`src/design/i2cbw_pkg.sv`:
```
// Shared types, constants and the microcode table of the I2C byte write master.
package i2cbw_pkg;

  localparam int unsigned NUM_BITS  = 8;
  localparam int unsigned BIT_CNT_W = $clog2(NUM_BITS);
  localparam int unsigned PC_W      = 4;
  localparam int unsigned DELAY_W   = 16;

  // Program entry points and length
  localparam logic [PC_W-1:0] STEP_START = 4'd0;
  localparam logic [PC_W-1:0] STEP_BIT   = 4'd4;
  localparam logic [PC_W-1:0] ROM_DEPTH  = 4'd13;

  typedef enum logic [1:0] {
    ST_IDLE,
    ST_EMIT,
    ST_WAIT
  } seq_state_t;

  typedef enum logic [1:0] {
    SDA_LOW,
    SDA_REL,
    SDA_BIT
  } sda_sel_t;

  typedef enum logic [1:0] {
    SCL_KEEP,
    SCL_LOW,
    SCL_REL
  } scl_sel_t;

  typedef struct packed {
    sda_sel_t sda_sel;
    scl_sel_t scl_sel;
    logic     dly;
    logic     shift;
    logic     loop_bits;
    logic     end_nostop;
    logic     end_prog;
  } ucode_t;

  // Strobes and line selects from the sequencer to the datapath
  typedef struct packed {
    logic     load;
    logic     emit;
    sda_sel_t sda_sel;
    scl_sel_t scl_sel;
    logic     dly;
    logic     shift;
    logic     last;
  } ctrl_t;

  function automatic ucode_t ucode_rom(input logic [PC_W-1:0] pc);
    ucode_t w;
    w = '{sda_sel: SDA_REL, scl_sel: SCL_KEEP, dly: 1'b0, shift: 1'b0,
          loop_bits: 1'b0, end_nostop: 1'b0, end_prog: 1'b1};
    case (pc)
      // start condition
      4'd0: w = '{SDA_REL,  SCL_KEEP, 1'b0, 1'b0, 1'b0, 1'b0, 1'b0};
      4'd1: w = '{SDA_REL,  SCL_REL,  1'b1, 1'b0, 1'b0, 1'b0, 1'b0};
      4'd2: w = '{SDA_LOW,  SCL_REL,  1'b1, 1'b0, 1'b0, 1'b0, 1'b0};
      4'd3: w = '{SDA_LOW,  SCL_LOW,  1'b0, 1'b0, 1'b0, 1'b0, 1'b0};
      // data bit, looped eight times
      4'd4: w = '{SDA_BIT,  SCL_KEEP, 1'b1, 1'b0, 1'b0, 1'b0, 1'b0};
      4'd5: w = '{SDA_BIT,  SCL_REL,  1'b1, 1'b0, 1'b0, 1'b0, 1'b0};
      4'd6: w = '{SDA_BIT,  SCL_LOW,  1'b0, 1'b1, 1'b1, 1'b0, 1'b0};
      // acknowledge clock
      4'd7: w = '{SDA_REL,  SCL_KEEP, 1'b1, 1'b0, 1'b0, 1'b0, 1'b0};
      4'd8: w = '{SDA_REL,  SCL_REL,  1'b1, 1'b0, 1'b0, 1'b0, 1'b0};
      4'd9: w = '{SDA_REL,  SCL_LOW,  1'b0, 1'b0, 1'b0, 1'b1, 1'b0};
      // stop condition
      4'd10: w = '{SDA_LOW, SCL_KEEP, 1'b1, 1'b0, 1'b0, 1'b0, 1'b0};
      4'd11: w = '{SDA_LOW, SCL_REL,  1'b1, 1'b0, 1'b0, 1'b0, 1'b0};
      4'd12: w = '{SDA_REL, SCL_REL,  1'b1, 1'b0, 1'b0, 1'b0, 1'b1};
      default: w = '{SDA_REL, SCL_KEEP, 1'b0, 1'b0, 1'b0, 1'b0, 1'b1};
    endcase
    return w;
  endfunction

endpackage

```
`src/design/i2cbw_seq.sv`:
```
// Microcode sequencer: step counter, bit loop counter and bit delay timer.
module i2cbw_seq
  import i2cbw_pkg::*;
(
  input  logic               clk,
  input  logic               rst,
  input  logic               in_valid,
  input  logic               with_start,
  input  logic               with_stop,
  input  logic               out_free,
  input  logic [DELAY_W-1:0] delay_cycles,
  output logic               in_ready,
  output ctrl_t              ctrl
);

  seq_state_t             state;
  seq_state_t             state_next;
  logic [PC_W-1:0]        pc;
  logic [PC_W-1:0]        pc_next;
  logic [BIT_CNT_W-1:0]   bit_cnt;
  logic [DELAY_W-1:0]     timer;
  logic                   stop_flag;
  logic                   last_pend;
  ucode_t                 uw;
  logic                   is_last;
  logic                   bits_left;
  logic                   need_wait;
  logic                   timer_done;

  assign uw         = ucode_rom(pc);
  assign is_last    = uw.end_prog || (uw.end_nostop && !stop_flag);
  assign bits_left  = (bit_cnt != BIT_CNT_W'(NUM_BITS - 1));
  assign need_wait  = uw.dly && (delay_cycles != '0);
  assign timer_done = (timer <= DELAY_W'(1));

  always_comb begin
    if (uw.loop_bits && bits_left) begin
      pc_next = STEP_BIT;
    end else begin
      pc_next = pc + PC_W'(1);
    end
  end

  // next state
  always_comb begin
    state_next = state;
    case (state)
      ST_IDLE: begin
        if (in_valid) state_next = ST_EMIT;
      end
      ST_EMIT: begin
        if (out_free) begin
          if (need_wait)    state_next = ST_WAIT;
          else if (is_last) state_next = ST_IDLE;
        end
      end
      ST_WAIT: begin
        if (timer_done) state_next = last_pend ? ST_IDLE : ST_EMIT;
      end
      default: state_next = ST_IDLE;
    endcase
  end

  // outputs
  always_comb begin
    in_ready     = 1'b0;
    ctrl.load    = 1'b0;
    ctrl.emit    = 1'b0;
    ctrl.sda_sel = uw.sda_sel;
    ctrl.scl_sel = uw.scl_sel;
    ctrl.dly     = uw.dly;
    ctrl.shift   = uw.shift;
    ctrl.last    = is_last;
    case (state)
      ST_IDLE: begin
        in_ready  = 1'b1;
        ctrl.load = in_valid;
      end
      ST_EMIT: begin
        ctrl.emit = out_free;
      end
      ST_WAIT: begin
        ctrl.emit = 1'b0;
      end
      default: begin
        in_ready = 1'b0;
      end
    endcase
  end

  always_ff @(posedge clk) begin
    if (rst) begin
      state     <= ST_IDLE;
      pc        <= STEP_START;
      bit_cnt   <= '0;
      stop_flag <= 1'b0;
      last_pend <= 1'b0;
      timer     <= '0;
    end else begin
      state <= state_next;
      if (ctrl.load) begin
        pc        <= with_start ? STEP_START : STEP_BIT;
        bit_cnt   <= '0;
        stop_flag <= with_stop;
        last_pend <= 1'b0;
      end else if (ctrl.emit) begin
        pc        <= pc_next;
        last_pend <= is_last;
        timer     <= delay_cycles;
        if (uw.shift) bit_cnt <= bit_cnt + BIT_CNT_W'(1);
      end else if (state == ST_WAIT) begin
        timer <= timer - DELAY_W'(1);
      end
    end
  end

  a_load_entry: assert property (@(posedge clk) disable iff (rst)
    ctrl.load |=> (state == ST_EMIT) && (pc == STEP_START || pc == STEP_BIT))
    else $error("sequencer did not enter the program at an entry step");

  a_pc_range: assert property (@(posedge clk) disable iff (rst)
    (state == ST_EMIT) |-> (pc < ROM_DEPTH))
    else $error("step counter ran past the program");

  a_wait_hold: assert property (@(posedge clk) disable iff (rst)
    (state == ST_WAIT) |=> $stable(pc) && $stable(bit_cnt))
    else $error("step counter moved during a bit delay");

  a_final_idle: assert property (@(posedge clk) disable iff (rst)
    (ctrl.emit && is_last && !need_wait) |=> (state == ST_IDLE))
    else $error("sequencer kept running after the final action");

endmodule

```
`src/design/i2cbw_datapath.sv`:
```
// Datapath: byte shift register, line levels and the output word register.
module i2cbw_datapath
  import i2cbw_pkg::*;
(
  input  logic                clk,
  input  logic                rst,
  input  ctrl_t               ctrl,
  input  logic [NUM_BITS-1:0] data_byte,
  input  logic                out_ready,
  output logic                out_valid,
  output logic [7:0]          out_data,
  output logic                out_last
);

  logic [NUM_BITS-1:0] shreg;
  logic                sda_level;
  logic                scl_level;
  logic                sda_next;
  logic                scl_next;

  always_comb begin
    case (ctrl.sda_sel)
      SDA_LOW:  sda_next = 1'b0;
      SDA_REL:  sda_next = 1'b1;
      SDA_BIT:  sda_next = shreg[NUM_BITS-1];
      default:  sda_next = 1'b1;
    endcase
    case (ctrl.scl_sel)
      SCL_KEEP: scl_next = scl_level;
      SCL_LOW:  scl_next = 1'b0;
      SCL_REL:  scl_next = 1'b1;
      default:  scl_next = scl_level;
    endcase
  end

  always_ff @(posedge clk) begin
    if (rst) begin
      sda_level <= 1'b1;
      scl_level <= 1'b1;
      out_valid <= 1'b0;
    end else begin
      if (ctrl.emit) begin
        sda_level <= sda_next;
        scl_level <= scl_next;
        out_valid <= 1'b1;
      end else if (out_ready) begin
        out_valid <= 1'b0;
      end
    end
  end

  always_ff @(posedge clk) begin
    if (ctrl.load) begin
      shreg <= data_byte;
    end else if (ctrl.emit && ctrl.shift) begin
      shreg <= {shreg[NUM_BITS-2:0], 1'b0};
    end
    if (ctrl.emit) begin
      out_data <= {5'b0, ctrl.dly, scl_next, sda_next};
      out_last <= ctrl.last;
    end
  end

endmodule

```
`src/design/i2c_byte_write_master.sv`:
```
// Top level of the write-only open-drain I2C byte master.
//
// Usage:
//  - s_* stream: one word per byte. s_tdata[7:0] is the byte, sent MSB first;
//    s_tuser[0] asks for a start condition before it, s_tuser[1] for a stop
//    condition after the acknowledge clock.
//  - m_* stream: one word per line action. m_tdata[0] is SDA released,
//    m_tdata[1] SCL released, m_tdata[2] says a bit delay follows; m_tlast
//    marks the final action of a byte.
//  - cfg_* channel: writes delay_cycles, the bit delay in clock cycles
//    (reset 32); always ready. Write it only while idle.
// Sequence: a byte expands into 27 to 34 actions. Once the byte is taken,
// the sequencer emits its actions one by one as the output register frees; an
// action that carries a bit delay is followed by a wait for delay_cycles,
// timed by the sequencer's delay timer. s_tready is high only between bytes.
// Stalls: when m_tready is low the finished action holds in the output
// register and the sequencer stops at its current step; nothing is dropped.
// Reset: both lines read as released, the sequencer returns to idle and
// delay_cycles goes back to 32.
module i2c_byte_write_master
  import i2cbw_pkg::*;
(
  input  logic        clk,
  input  logic        rst,
  input  logic        s_tvalid,
  output logic        s_tready,
  input  logic [7:0]  s_tdata,    // [7:0] data_byte
  input  logic [1:0]  s_tuser,    // [0] with_start, [1] with_stop
  output logic        m_tvalid,
  input  logic        m_tready,
  output logic [7:0]  m_tdata,    // [0] sda_released, [1] scl_released,
                                  // [2] delay_after, [7:3] zero
  output logic        m_tlast,    // last_action
  input  logic        cfg_valid,
  output logic        cfg_ready,
  input  logic [15:0] cfg_data    // delay_cycles
);

  localparam logic [DELAY_W-1:0] DELAY_RESET = 16'd32;

  logic [DELAY_W-1:0] delay_cycles;
  logic               out_free;
  ctrl_t              ctrl;

  // The configuration register takes every write at once.
  assign cfg_ready = 1'b1;

  always_ff @(posedge clk) begin
    if (rst) begin
      delay_cycles <= DELAY_RESET;
    end else if (cfg_valid && cfg_ready) begin
      delay_cycles <= cfg_data;
    end
  end

  // Output register may take a new word when empty or being drained.
  assign out_free = !m_tvalid || m_tready;

  i2cbw_seq u_seq (
    .clk          (clk),
    .rst          (rst),
    .in_valid     (s_tvalid),
    .with_start   (s_tuser[0]),
    .with_stop    (s_tuser[1]),
    .out_free     (out_free),
    .delay_cycles (delay_cycles),
    .in_ready     (s_tready),
    .ctrl         (ctrl)
  );

  i2cbw_datapath u_datapath (
    .clk       (clk),
    .rst       (rst),
    .ctrl      (ctrl),
    .data_byte (s_tdata),
    .out_ready (m_tready),
    .out_valid (m_tvalid),
    .out_data  (m_tdata),
    .out_last  (m_tlast)
  );

endmodule

```
`config.mk`:
```
export PLATFORM = sky130hd
export DESIGN_NAME = i2c_byte_write_master
export DESIGN_NICKNAME = d
export VERILOG_FILES = /design/src/design/i2cbw_pkg.sv /design/src/design/i2cbw_seq.sv /design/src/design/i2cbw_datapath.sv /design/src/design/i2c_byte_write_master.sv
export SDC_FILE = /design/constraint.sdc
export NUM_CORES = 1
export LEC_CHECK = 0
export ABC_AREA = 1
export BUFFER_PORTS_ARGS = -buffer_cell sky130_fd_sc_hd__buf_2
export CAP_MARGIN = 25
export CELL_PAD_IN_SITES_DETAIL_PLACEMENT = 0
export CELL_PAD_IN_SITES_GLOBAL_PLACEMENT = 1
export CORE_UTILIZATION = 47
export CTS_BUF_LIST = sky130_fd_sc_hd__clkbuf_4
export DETAILED_ROUTE_END_ITERATION = 16
export PLACE_DENSITY = 0.87
export SYNTH_ARGS = -nofsm -noshare
export SYNTH_HDL_FRONTEND = slang
export SYNTH_HIERARCHICAL = 1
export SYNTH_SLANG_ARGS = --single-unit
```
`constraint.sdc`:
```
create_clock -name clk -period 3.65 [get_ports clk]
set_input_delay 0.1825 -clock clk [delete_from_list [all_inputs] [get_ports clk]]
set_output_delay 0.1825 -clock clk [all_outputs]
set_load 0.005 [all_outputs]
```
# After elaboration in Yosys (flattened, before gate mapping)
# Memory sizes are Yosys's and may differ from the RTL's. A register that Yosys moved wholly into a read port is not among the register bits.
# Index checks and enable logic that the tools add are counted.
# W data, S select, Z words.
# word_totals
register_bits,57
latch_bits,0
ram_bits,0
mem_bits_ro,144
wordCells,71
memories,1
# classes
n_addsub,3
mul,0
n_div,0
magnitude_cmp,1
n_eq_ne,10
n_shift,0
mux,24
bitwise,1
reduce_logical,19
# memory_table
name,depth,width,read_ports,rd_ports_with_merged_regs,wr,line,rtl
(name not given),16,9,1,1,0,i2cbw_pkg.sv:57,case (pc)
# op_table
op,n
$mux W16,2
$mux W4,5
$le A16 B1 Y1 const B,1
$mux W8,2
$reduce_bool A16 Y1,1
$sub A16 B1 Y16 const B,1
$mux W2,5
$reduce_bool A2 Y1,4
$eq A2 B2 Y1 const B,3
$mux W1,6
$pmux W2 S3,1
$add A4 B1 Y4 const B,1
$eq A2 B1 Y1 const B,2
$logic_and A1 B1 Y1,4
$logic_not A2 Y1,2
$ne A2 B1 Y1 const B,2
$pmux W1 S2,2
$reduce_and A2 Y1,2
$reduce_and A4 Y1,1
$add A3 B1 Y3 const B,1
$mux W3,1
$ne A3 B1 Y1 const B,1
$ne A3 B3 Y1 const B,1
$logic_not A1 Y1,2
other kinds (4),5

# Longest topological paths before layout
# depth
depth_word,7
ltp_mapped,15
mapped_depth_nobuf,15

# Hierarchy
# Netlist, hierarchy kept.
# by_module_without_submodules
module,instances,cells_per_inst,area_each_um2,seq_area_each_um2
i2cbw_seq,1,349,2277.2,700.7
i2c_byte_write_master,1,104,686.9,320.3
i2cbw_datapath,1,63,636.9,400.4

# Least setup slack after synthesis
# OpenSTA, ideal clock, no wires.
# synth_path
path_type,register to register
start,register u_seq.bit_cnt[0]
end,register u_seq/uw[4] (netlist name)
arrival_ns,1.692
required_ns,3.538
setup_slack_ns,1.846
path_stages_with_launch,16
n_path_buf,0
synth_period_minus_slack_ns,1.804
cell_sequence,dfxtp_1 > ha_1 > ha_1 > inv_1 > nand2_1 > nand2_1 > nor2_4 > nand2_1 > nand2_1 > nand2_2 > inv_1 > ha_1 > nand2_2 > nand2_1 > nand2_1 > nand2_1
# synth_between
elab_chain_cells,7
# synth_lines
element,line,rtl
from (decl),i2cbw_seq.sv:20,logic [BIT_CNT_W-1:0] bit_cnt;
from (signal assigned),i2cbw_seq.sv:110,if (uw.shift) bit_cnt <= bit_cnt + BIT_CNT_W'(1);
$ne A3 B3 Y1,i2cbw_seq.sv:32,assign bits_left = (bit_cnt != BIT_CNT_W'(NUM_BITS - 1));
$logic_and A1 B1 Y1,i2cbw_seq.sv:37,if (uw.loop_bits && bits_left) begin
$mux W4,i2cbw_seq.sv:37,
$mux W4,i2cbw_seq.sv:106,end else if (ctrl.emit) begin
$mux W4,i2cbw_seq.sv:101,if (ctrl.load) begin
$mux W4 (no line) (2 in series),--,
# Every way passes these cells. The select of a mux whose other input is x is not followed.
# A chain may end at the register's enable or synchronous reset.

# Final worst setup path
# layout_path
start,register u_seq.state[0]
end,register u_seq/uw[6] (netlist name)
# layout_between
elab_chain_cells,5
word_cells_on_any_way,8
cone_classes,eq/ne (1); mux (5); reduce/logical (2)
# layout_lines
element,line,rtl
from (decl),i2cbw_seq.sv:16,seq_state_t state;
from (signal assigned),i2cbw_seq.sv:100,state <= state_next;
$eq A2 B1 Y1 / $logic_not A2 Y1 (equally long branches),i2cbw_seq.sv:74,case (state)
$mux W1,i2cbw_seq.sv:74,
$reduce_bool A2 Y1 (no line) / $mux W4 (equally long branches),--,
$mux W4 (no line) (*) (2 in series),--,
# Mark *: on every way between the ends. The rest lies on a longest branch, timed or not.

==> metrics.yaml <==
worst_ir_drop_vdd_mv: 0.338
postSynth.asyncResetShare_pct: 0
synth_edf_count: 12
r2r_setup_slack_ps: 1360
fin_setup_tns_ps: 0
ys_ff_latch: 65
path_class: "reg -> reg"
fp.dieW_um: 89.5
max_slew_margin_pct: 62.6
yosys_warnings: 6
synthTopCellsByArea: "dfxtp_1 (29%), nand2_1 (15%), edfxtp_1 (10%)"
p_per_area_nw_per_um2: 753
cts_root_buf: "clkbuf_4"
n_antenna_cell: 0
cts-buffers-inserted: 9
fin_crit_ps: 2290
p_sw_share_pct: 42.8
cts_tree: "built"
gp_congestion: 0.787
nets: 586
final_util_pct: 53.2
end_kind: "flip-flop"
ant_nets: 0
grt_pass1_wl_um: 12800
yosys.area.top_type: "dfxtp_1"
initial_core_util_pct: 49.1
final_hold_viol_count: 0
drive_gt1_share_pct: 14.8
min_path_cells: 4
outcome: "complete, no violations"
skew_ps: 12.5
grt_overflow: 0
seq_area_frac_synth_pct: 39.5
vias: 3093
initialDrtViolationCount: 149
row_count: 31
syn_area_um2: 3600
fp.dieH_um: 89.5
crit_required_ps: 3970
p_clk_share_pct: 18.7
firstDrtPassIters: 5
top_layer_used: "met4"
max_cap_violations: 0
cp.arrival_ps: 2620
track_usage_pct: 21.0
tightest_slew_ps: 560
grt_pass1_vias: 2891
cp-start-kind: "flip-flop"
finalMaxSlewViolations: 0
path_clk_slew_ps: 120
clock_path_buffers: 2
totalWireLength_um: 7460
fmax_mhz: 436
numClockSinks: 65
fin_crit_sh_pct: 62.8
grt_setup_unrepaired: "false"
hp-start: "m_tready"
worstPathMaxFanout: 29
core_um2: 7330
dr_wl_met2_um: 3250
grt_start_max_net_pins: 33
met3_length_um: 290
r2r_cells: 14
placedInstanceArea_um2: 3730
slowest_delay_ps: 410
syn_to_final_growth_pct: 8.27
cpMostUsedCell: "nand2_1"
path_cells: "inv_2 > nor2_4 > nand2_2 > nand2_1 > inv_1 > nand2_1 > nand2_1 > nand2_2 > inv_1 > ha_1 > inv_1 > nand2_1 > nand3_1 > nand2_1"
numPortBuffers: 36
p_leak_nw: 1.99
hold_end: "u_datapath/out_valid"
yosysUniqueCellTypes: 36
synth_commonest_cells: "nand2_1 (148), inv_1 (67), nor2_1 (61)"
r2r_end: "u_seq/uw[6]"
setup_viol: 0
synth_most_common_cell: "nand2_1"
p_switching_mw: 1.26
postSynthAreaPerCell_um2: 6.98
dp_hpwl_um: 5360
cellInternalPower_mw: 1.68
cts_setup_buffers: 0
clkLatencyLatePin_ps: 410
combPwrFrac_pct: 46.3
grt_antenna_before_repair: 0
fin_area_um2: 3900
via_per_inst: 4.78
hold_path_class: "in -> reg"
netlist_instances: 516
drc_errors: 0
cpMaxStageDelayCell: "dfxtp_1"
r2r-start: "u_seq/state[0]"
fp.dieArea_um2: 8020
htree_num_levels: 3
pin_count: 43
p_seq_share_pct: 35.0
synth_top_area_share_pct: 29.5
ys.flop_type: "dfxtp_1"
avgRoutedWirePerCell_um: 11.5
m1WireLength_um: 3800
## cell type report
| cell class | instances | area [um^2] |
|---|---|---|
| Clock buffer | 9 | 67.6 |
| Clock inverter | 7 | 92.6 |
| Fill cell | 741 | 3430 |
| Inverter | 72 | 278 |
| Multi-Input combinational cell | 357 | 1720 |
| Sequential cell | 65 | 1420 |
| Tap cell | 99 | 124 |
| Timing Repair Buffer | 38 | 198 |
## worst max-delay path by stage
stage                startpoint           to  slack, ps  cells past startpoint
2_1_floorplan  u_seq/bit_cnt[0]  u_seq/uw[4]       1850                     15
3_3_place_gp     u_seq/state[0]  u_seq/uw[6]       1420                     14
3_5_place_dp     u_seq/state[0]  u_seq/uw[6]       1330                     14
4_1_cts          u_seq/state[0]  u_seq/uw[6]       1320                     14
5_1_grt          u_seq/state[0]  u_seq/uw[4]       1080                     14
6_report         u_seq/state[0]  u_seq/uw[6]       1360                     14
## repair_timing
action / in CTS / in global routing
gates resized for setup: 0 / 0
hold buffers: 1 / 0
endpoints found under the hold margin: 1 / 0
## kinds of logic (layout without fill, tap and decap cells)
kind of cell | after synthesis | after routing | synth area share (%)
AOI/OAI and AO/OA | 63 | 63 | 9.76
xor gates and xnor gates | 3 | 3 | 0.730
adders and majority gates | 12 | 12 | 4.17
buffers and inverters | 98 | 126 | 13.2
DFF | 65 | 65 | 39.5
other | 2 | 6 | 0.209
and+or+nand+nor | 273 | 273 | 32.4
## flip-flops by register name, indices dropped and copies added (netlist names)
signal / count
delay_cycles: 16
u_seq/timer: 16
u_datapath/shreg: 8
u_seq/uw: 8
u_seq/pc: 4
u_datapath/out_data: 3
u_seq/bit_cnt: 3
u_seq/state: 2
u_datapath/out_last: 1
u_datapath/out_valid: 1
u_datapath/scl_level: 1
u_seq/last_pend: 1
u_seq/stop_flag: 1
## stage by stage
stage / hold WS, ps / setup slack, ps / std cells / power, mW
floorplan: 252 / 1850 / 520 / 2.16
global placement: 401 / 1420 / 630 / 2.39
detailed placement: 408 / 1330 / 630 / 2.41
CTS: 18.9 / 1320 / 647 / 2.97
global route: 29.5 / 1080 / 647 / 3.22
finish: 35.5 / 1360 / 647 / 2.94
## worst max-delay path, delay by kind of cell, from the launching register on
kind                       cells  cell delay (ps)
and+or+nand+nor                9             1150
DFF                            1              410
buffers and inverters          4              340
adders and majority gates      1              300
## power groups by stage
stage                     registers [mW]  logic (mW)  clock network (mW)
final                               1.03        1.36               0.549
after global routing                1.05        1.57               0.598
after CTS                           1.03        1.37               0.567
after detailed placement            1.05        1.36                   0
after global placement              1.04        1.34                   0
after floorplan                     1.02        1.14                   0
## placed cells by master (no fill, tap or decap), types with 2 or more instances in the layout
cell type / instances
nand2_1: 148
inv_1: 67
nor2_1: 61
dfxtp_1: 53
nand3_1: 36
buf_2: 36
a21oi_1: 29
o21ai_0: 20
ha_1: 12
edfxtp_1: 12
clkbuf_4: 9
conb_1: 6
nand2_2: 6
nor2_2: 5
inv_2: 5
o21bai_1: 4
o211ai_1: 4
nand2_4: 3
nand4_1: 3
or2_2: 3
bufinv_16: 2
clkinvlp_4: 2
nor2_4: 2
o21ai_2: 2
xor2_1: 2
nor3_1: 2
## per-layer routing
layer | GRT usage, % | vias up
li1 | - | 1649
met1 | 28.7 | 1366
met2 | 33.1 | 67
met3 | 3.23 | 11
met4 | 8.51 | 0
met5 | 0 | -
Note: power is estimated with default switching activity, not from simulation.
